<file path="config.mk">
export PLATFORM = sky130hd
export DESIGN_NAME = sorted_insert_table
export DESIGN_NICKNAME = d
export VERILOG_FILES = /design/src/hdl/sit_pkg.sv /design/src/hdl/sorted_insert_table.sv /design/src/hdl/sit_cell.sv
export SDC_FILE = /design/constraint.sdc
export NUM_CORES = 2
export LEC_CHECK = 0
export BUFFER_PORTS_ARGS = -buffer_cell sky130_fd_sc_hd__buf_4
export CAP_MARGIN = 15
export CORE_UTILIZATION = 55
export CTS_CLUSTER_SIZE = 30
export DETAILED_ROUTE_END_ITERATION = 8
export PLACE_DENSITY_LB_ADDON = 0.3
export SLEW_MARGIN = 0
export SYNTH_ARGS = -nofsm -noshare
export SYNTH_HDL_FRONTEND = slang
export SYNTH_HIERARCHICAL = 1
export SYNTH_SLANG_ARGS = --single-unit
</file>
<file path="constraint.sdc">
create_clock -name i_clk -period 6.1 [get_ports i_clk]
set_clock_uncertainty 0.2 [all_clocks]
set_input_delay 0.305 -clock i_clk [delete_from_list [all_inputs] [get_ports i_clk]]
set_output_delay 0.305 -clock i_clk [all_outputs]
set_load 0.03 [all_outputs]
</file>
<file path="src/hdl/sit_pkg.sv">
package sit_pkg;

    localparam logic [1:0] OP_INSERT = 2'd0;
    localparam logic [1:0] OP_READ   = 2'd1;
    localparam logic [1:0] OP_CLEAR  = 2'd2;

    localparam logic [1:0] ST_OK    = 2'd0;
    localparam logic [1:0] ST_FULL  = 2'd1;
    localparam logic [1:0] ST_RANGE = 2'd2;

    typedef struct packed {
        logic shift;
        logic occupied;
    } t_cell_cmd;

endpackage

</file>
<file path="src/hdl/sorted_insert_table.sv">
// sorted insert table: keeps up to DEPTH signed entries in ascending order
// input channel (i_in_valid / o_in_stall) carries opcode, value and index;
// opcode insert places the value before any equal entries, read returns the
// entry at index, clear empties the table
// output channel (o_out_valid / i_out_stall) carries exactly one result item
// per input item: position, element, count and status
// status flags a dropped insert into a full table or a read at or beyond count
// the result is registered in the output register, so o_out_valid rises in
// the cycle after accept; one item per cycle is sustained while the receiver
// does not stall, since every cell compares and shifts in the same cycle
// when the receiver stalls, the result holds and the input stalls until
// the output register is taken
// synchronous active-low reset empties the table and drops any pending result;
// entries themselves are not cleared, reads are gated by the count
module sorted_insert_table #(
    parameter int DEPTH      = 16,
    parameter int VALUE_BITS = 32
) (
    input  logic                         i_clk,
    input  logic                         i_rst_n,
    input  logic                         i_in_valid,
    output logic                         o_in_stall,
    input  logic [1:0]                   i_opcode,
    input  logic signed [VALUE_BITS-1:0] i_value,
    input  logic [$clog2(DEPTH)-1:0]     i_index,
    output logic                         o_out_valid,
    input  logic                         i_out_stall,
    output logic [$clog2(DEPTH)-1:0]     o_position,
    output logic signed [VALUE_BITS-1:0] o_element,
    output logic [$clog2(DEPTH+1)-1:0]   o_count,
    output logic [1:0]                   o_status
);
    import sit_pkg::*;

    localparam int IDX_W = $clog2(DEPTH);
    localparam int CNT_W = $clog2(DEPTH + 1);

    logic signed [VALUE_BITS-1:0] w_entry [DEPTH];
    logic                         w_less  [DEPTH];
    t_cell_cmd                    w_cmd   [DEPTH];

    logic                         r_out_valid;
    logic [CNT_W-1:0]             r_fill;
    logic [CNT_W-1:0]             n_fill;
    logic [IDX_W-1:0]             r_position;
    logic [IDX_W-1:0]             n_position;
    logic signed [VALUE_BITS-1:0] r_element;
    logic signed [VALUE_BITS-1:0] n_element;
    logic [1:0]                   r_status;
    logic [1:0]                   n_status;

    logic             accept;
    logic             full;
    logic             do_insert;
    logic [IDX_W-1:0] slot;

    assign o_in_stall = r_out_valid && i_out_stall;
    assign accept     = i_in_valid && !o_in_stall;
    assign full       = (r_fill == CNT_W'(DEPTH));
    assign do_insert  = accept && (i_opcode == OP_INSERT) && !full;

    for (genvar g = 0; g < DEPTH; g++) begin : g_cell
        assign w_cmd[g].shift    = do_insert;
        assign w_cmd[g].occupied = (CNT_W'(g) < r_fill);
        if (g == 0) begin : g_first
            sit_cell #(.VALUE_BITS(VALUE_BITS)) u_cell (
                .i_clk        (i_clk),
                .i_cmd        (w_cmd[g]),
                .i_value      (i_value),
                .i_left_entry (i_value),
                .i_left_less  (1'b1),
                .o_entry      (w_entry[g]),
                .o_less       (w_less[g])
            );
        end else begin : g_rest
            sit_cell #(.VALUE_BITS(VALUE_BITS)) u_cell (
                .i_clk        (i_clk),
                .i_cmd        (w_cmd[g]),
                .i_value      (i_value),
                .i_left_entry (w_entry[g-1]),
                .i_left_less  (w_less[g-1]),
                .o_entry      (w_entry[g]),
                .o_less       (w_less[g])
            );
        end
    end

    // insert slot: the cell whose left neighbor is smaller and itself is not
    always_comb begin
        slot = '0;
        for (int i = 0; i < DEPTH; i++) begin
            if (((i == 0) || w_less[(i == 0) ? 0 : i - 1]) && !w_less[i]) begin
                slot = slot | IDX_W'(i);
            end
        end
    end

    always_comb begin
        n_fill     = r_fill;
        n_position = '0;
        n_element  = '0;
        n_status   = ST_OK;
        unique case (i_opcode)
            OP_INSERT: begin
                if (full) begin
                    n_status = ST_FULL;
                end else begin
                    n_position = slot;
                    n_fill     = r_fill + CNT_W'(1);
                end
            end
            OP_READ: begin
                if ({1'b0, i_index} >= (IDX_W + 1)'(r_fill)) begin
                    n_status = ST_RANGE;
                end else begin
                    n_element = w_entry[i_index];
                end
            end
            OP_CLEAR: begin
                n_fill = '0;
            end
            default: begin
                n_fill = r_fill;
            end
        endcase
    end

    always_ff @(posedge i_clk) begin
        if (!i_rst_n) begin
            r_out_valid <= 1'b0;
            r_fill      <= '0;
        end else begin
            if (accept) begin
                r_out_valid <= 1'b1;
                r_fill      <= n_fill;
            end else if (!i_out_stall) begin
                r_out_valid <= 1'b0;
            end
        end
    end

    always_ff @(posedge i_clk) begin
        if (accept) begin
            r_position <= n_position;
            r_element  <= n_element;
            r_status   <= n_status;
        end
    end

    assign o_out_valid = r_out_valid;
    assign o_position  = r_position;
    assign o_element   = r_element;
    assign o_count     = r_fill;
    assign o_status    = r_status;

endmodule

</file>
<file path="src/hdl/sit_cell.sv">
module sit_cell #(
    parameter int VALUE_BITS = 32
) (
    input  logic                         i_clk,
    input  sit_pkg::t_cell_cmd           i_cmd,
    input  logic signed [VALUE_BITS-1:0] i_value,
    input  logic signed [VALUE_BITS-1:0] i_left_entry,
    input  logic                         i_left_less,
    output logic signed [VALUE_BITS-1:0] o_entry,
    output logic                         o_less
);
    import sit_pkg::*;

    logic signed [VALUE_BITS-1:0] r_entry;
    logic signed [VALUE_BITS-1:0] n_entry;

    assign o_less  = i_cmd.occupied && (r_entry < i_value);
    assign o_entry = r_entry;

    always_comb begin
        n_entry = r_entry;
        if (i_cmd.shift && !o_less) begin
            if (i_left_less) begin
                n_entry = i_value;
            end else begin
                n_entry = i_left_entry;
            end
        end
    end

    always_ff @(posedge i_clk) begin
        r_entry <= n_entry;
    end

endmodule
</file>
==> results.md <==
Clock network:
- The cell chosen for the clock root is sky130_fd_sc_hd__clkbuf_16.
- After clock tree synthesis, the clock-pin slew on the worst setup and hold paths is roughly 0.07 ns.
- In this run, post-CTS repair resized a total of 0 instances.
- TritonCTS built the clock tree.
- For the worst-skew pair, the clock arrives at the later sink with an insertion delay of around 0.64 ns.
- The post-CTS setup buffer count is 0.
- The CTS buffer count is between 60 and 70.
- The number of buffers on the longest clock path is 3.
- The number of levels the H-tree was split into is 2.
- The number of clock sinks is approximately 560.

Power and ir drop:
- Summed over all cells, the static leakage comes to approximately 19 nW.
- The peak supply drop is 0.243 mV.
- Dividing total power by cell area gives a power density of approximately 210 nW/µm².
- The design draws roughly 9.6 mW.

Timing:
- The final number of max-transition violations is 0.
- The setup slack after layout is ~1.9 ns.
- After routing, the total negative slack on setup checks comes to 0 ns.
- Setup repair after global routing left no endpoint under its margin.
- The number of hold violations in the final report is 0.
- Across all hold checks on the routed design, the worst slack comes to 0.0781 ns.
- Measured against its own limit, the worst slew margin works out to ~23%.
- The timing-limited maximum frequency is between 0.2 and 0.25 GHz.
- The number of endpoints failing setup at the final stage is 0.
- At the pin with the least slew margin, the transition time is roughly 1.2 ns.
- After layout, the worst path uses between 60% and 70% of the clock period.
- The clock period minus final worst setup slack is roughly 4.2 ns.

Worst setup path:
- The critical path goes through ha_1, a211o_1, a31oi_1, o311a_1, o41ai_2, a31oi_1, mux2i_4, nor2b_1, nor4_1, a21oi_1.
- Counting both buffers and inverters, the worst setup path holds a total of 0.
- On the worst path, the slowest cell contributes a delay of about 0.67 ns.
- In this run the worst path has a maximum fanout of 15.
- The slowest stage of the critical path belongs to the cell sky130_fd_sc_hd__mux2i_4.
- In this run the critical register-to-register path is launched from g_cell[3].g_rest.u_cell/o_entry[2].
- By startpoint and endpoint, the worst setup path is classified as reg -> reg.
- For flop-to-flop paths, the worst setup slack is 1.89 ns.
- The worst register-to-register path ends at o_position[0].
- Among the stages of the critical path, the cell type that occurs most often is sky130_fd_sc_hd__a31oi_1.
- The cell family contributing the most delay on the critical path is compound AO/OA/AOI/OAI gates.
- STA classifies the critical path endpoint as a flop.
- At the worst endpoint, the required time is between 6 and 7 ns.
- The number of cells on the worst reg-to-reg path is 10.
- The type of origin of the critical path is a flop.
- The data arrival time of the worst path is 4.37 ns.

Placed design:
- The minimum setup slack after placement is 1.56 ns.
- The number of buffers added on ports is 86.
- The placed instances occupy a cell area of around 43,000 µm².
- At the end of routability-driven placement, the weighted congestion stood at about 0.9.
- The detailed placer's ending HPWL is about 77 mm.

Detailed routing:
- The post-detailed-route wirelength per cell is 23.1 µm.
- The total routed wirelength is about 100 mm.
- The via count of the routed design is 27,747.
- The detailed-router iteration count before antenna repair is 9.
- The first-iteration detailed-routing DRC count is around 2,100.
- For this run, design rule violations remaining after detail routing come to 5.
- The number of nets with antenna violations after routing is 0.
- Using the TritonRoute via totals, the vias-per-cell ratio works out to roughly 6.2.

Final layout:
- Counting the fill cells in the layout gives around 5,600.
- The library cells used most frequently in the layout, excluding fill and tap cells, are 550 x sky130_fd_sc_hd__edfxtp_1, 510 x sky130_fd_sc_hd__inv_1, 502 x sky130_fd_sc_hd__ha_1.
- Summing all non-filler instances in the final layout gives an area of 45,100 µm².
- The library cell used most frequently in the layout, excluding fill and tap cells, is sky130_fd_sc_hd__edfxtp_1.
- The final layout contains about 4,000 nets.
- Cells with a size suffix above 1 make up roughly 26% of the layout.
- The signed area change from the synthesized netlist to the final layout is 10.3%.

Worst hold path:
- The path class of the lowest-slack min-delay path is in -> reg.
- The worst-case hold path end point is g_cell[4].g_rest.u_cell/o_entry[13].
- The number of cells on the worst hold path is 2.
- The startpoint of the lowest-slack hold path is i_value[13].

Outcome:
- The flow ran to the end, but the final reports show violations.
- The checks that failed: design-rule violations.

Global routing:
- The combined global-route utilization of all metal layers is ~27%.
- The first global-routing pass estimated 159 mm of wire.
- Entering global routing, the biggest net connects 69 pins.
- The total global routing overflow is 0.
- The number of global-route vias before repair was about 27,000.
- The initial antenna violation count is 3.

Flow run:
- The tool flagged a number of max-cap violations equal to 0.

Floorplanning:
- The floorplan has approximately 100 rows.
- Measured along the y axis, the die boundary spans approximately 270 µm.
- The floorplan step set the die width to about 270 µm.
- In this run the count of I/O pins placed on the die edge is a little under 90.
- The initial utilization of the core area, before any placement, comes to between 50% and 60%.
- The floorplan core area is roughly 73,000 µm².
- The area of the die is around 75,000 µm².

Yosys:
- The gate count of the mapped netlist is 3,371.
- The portion of the post-synthesis area used by sequential elements is about two fifths.
- A synthesized cell averages ~12 µm².
- The number of different library cells used by synthesis comes to 55.
- The post-synthesis cell area is about 40,000 µm².
- For this run, the leading register cell type out of synthesis is sky130_fd_sc_hd__edfxtp_1.
- The number of warnings issued by yosys is 6.
- In this run, synthesis produced a sequential element count of 556.
- The share of async-settable or async-resettable flops after synthesis is 0%.
- When the netlist entered floorplanning its net count stood at roughly 3,900.
- The synthesized design contains 550 enable-type register cells.
flip-flops by register name (all words and copies together), names as in the netlist:
| signal | cells |
|---|---|
| o_count | 5 |
| o_position | 4 |
| g_cell.g_first.u_cell/o_entry | 32 |
| o_element | 32 |
| o_status | 2 |
| o_out_valid | 1 |
| g_cell.g_rest.u_cell/o_entry | 480 |
stage by stage:
| step | cells | util (%) |
|---|---|---|
| 2_1_floorplan | 3371 | - |
| 3_3_place_gp | 4335 | 58.6 |
| 3_5_place_dp | 4336 | 58.6 |
| 4_1_cts | 4457 | 61.5 |
| 5_1_grt | 4460 | 61.6 |
| 6_report | 4460 | 61.6 |
synthesized netlist by cell type, types with 17 or more instances:
master,count,area share (%)
sky130_fd_sc_hd__clkbuf_1,23,0.21
sky130_fd_sc_hd__nand2b_1,20,0.31
sky130_fd_sc_hd__o21ai_0,83,1.0
sky130_fd_sc_hd__nand4_1,48,0.73
sky130_fd_sc_hd__a21oi_1,198,2.4
sky130_fd_sc_hd__o22ai_1,32,0.49
sky130_fd_sc_hd__mux4_2,128,7.1
sky130_fd_sc_hd__ha_1,502,15
sky130_fd_sc_hd__mux2_1,80,2.2
sky130_fd_sc_hd__mux2i_1,80,2.0
sky130_fd_sc_hd__a211o_1,17,0.36
sky130_fd_sc_hd__nand3_1,50,0.61
sky130_fd_sc_hd__o21ai_1,17,0.21
sky130_fd_sc_hd__a31oi_1,51,0.78
sky130_fd_sc_hd__nand2_1,183,1.7
sky130_fd_sc_hd__buf_1,59,0.54
sky130_fd_sc_hd__mux2_2,432,12
sky130_fd_sc_hd__nor2_1,75,0.69
sky130_fd_sc_hd__edfxtp_1,550,40
sky130_fd_sc_hd__inv_1,511,4.7
where the power goes:
group          switching [mW]  total [mW]  internal (mW)
Sequential             0.0932        4.41           4.31
Clock                    1.61        3.88           2.27
Combinational           0.809        1.35          0.544
routing by layer:
metal	part of all wire (%)	wire length, µm	vias to the layer above	track usage (%)
met5	0.0097	10	-	0
met4	2.5	2550	2	7.43
met3	6.7	6870	130	3.74
met2	46	47100	875	43.0
met1	45	46500	13938	39.5
li1	-	-	12802	-
cells by family (layout without fill, tap and decap cells):
kind of cell	after synthesis	after routing	share of synthesized area [%]
and+or+nand+nor	471	471	6.48
xor gates and xnor gates	3	3	0.0643
adders and majority gates	502	502	15.4
other	1	2	0.00917
DFF	556	556	40.7
buffers and inverters	621	750	5.94
AOI/OAI and AO/OA	497	497	8.32
muxes	720	720	23.1
worst max-delay path by stage:
stage                     depth (start not counted)                                 from  slack (ns)                                   to
after floorplan                                   6                           o_count[1]        1.30  g_cell[15].g_rest.u_cell/o_entry[0]
after global placement                           12                           i_value[2]        1.54                        o_position[3]
after detailed placement                         12                           i_value[2]        1.56                        o_position[3]
after CTS                                         9  g_cell[10].g_rest.u_cell/o_entry[2]        1.86  g_cell[11].g_rest.u_cell/o_entry[1]
after global routing                             10  g_cell[11].g_rest.u_cell/o_entry[2]        1.62                        o_position[3]
final                                            10   g_cell[3].g_rest.u_cell/o_entry[2]        1.89                        o_position[0]
layout make-up:
cell class              count  area (µm²)  area share (%)
multi-input cells        2194       22200            49.3
flip-flops and latches    556       16600            36.9
inverters                 511        1920            4.25
clock buffers              74        1630            3.61
well taps                 959        1200            2.66
repair buffers            124        1020            2.26
clock inverters            41         440           0.977
diodes                      1        2.50         0.00555
what timing repair did:
action                                  CTS  global route
endpoints found under the setup margin    0             0
endpoints found under the hold margin     7             0
hold buffers                              6             0
(Power assumes the default switching activity.)
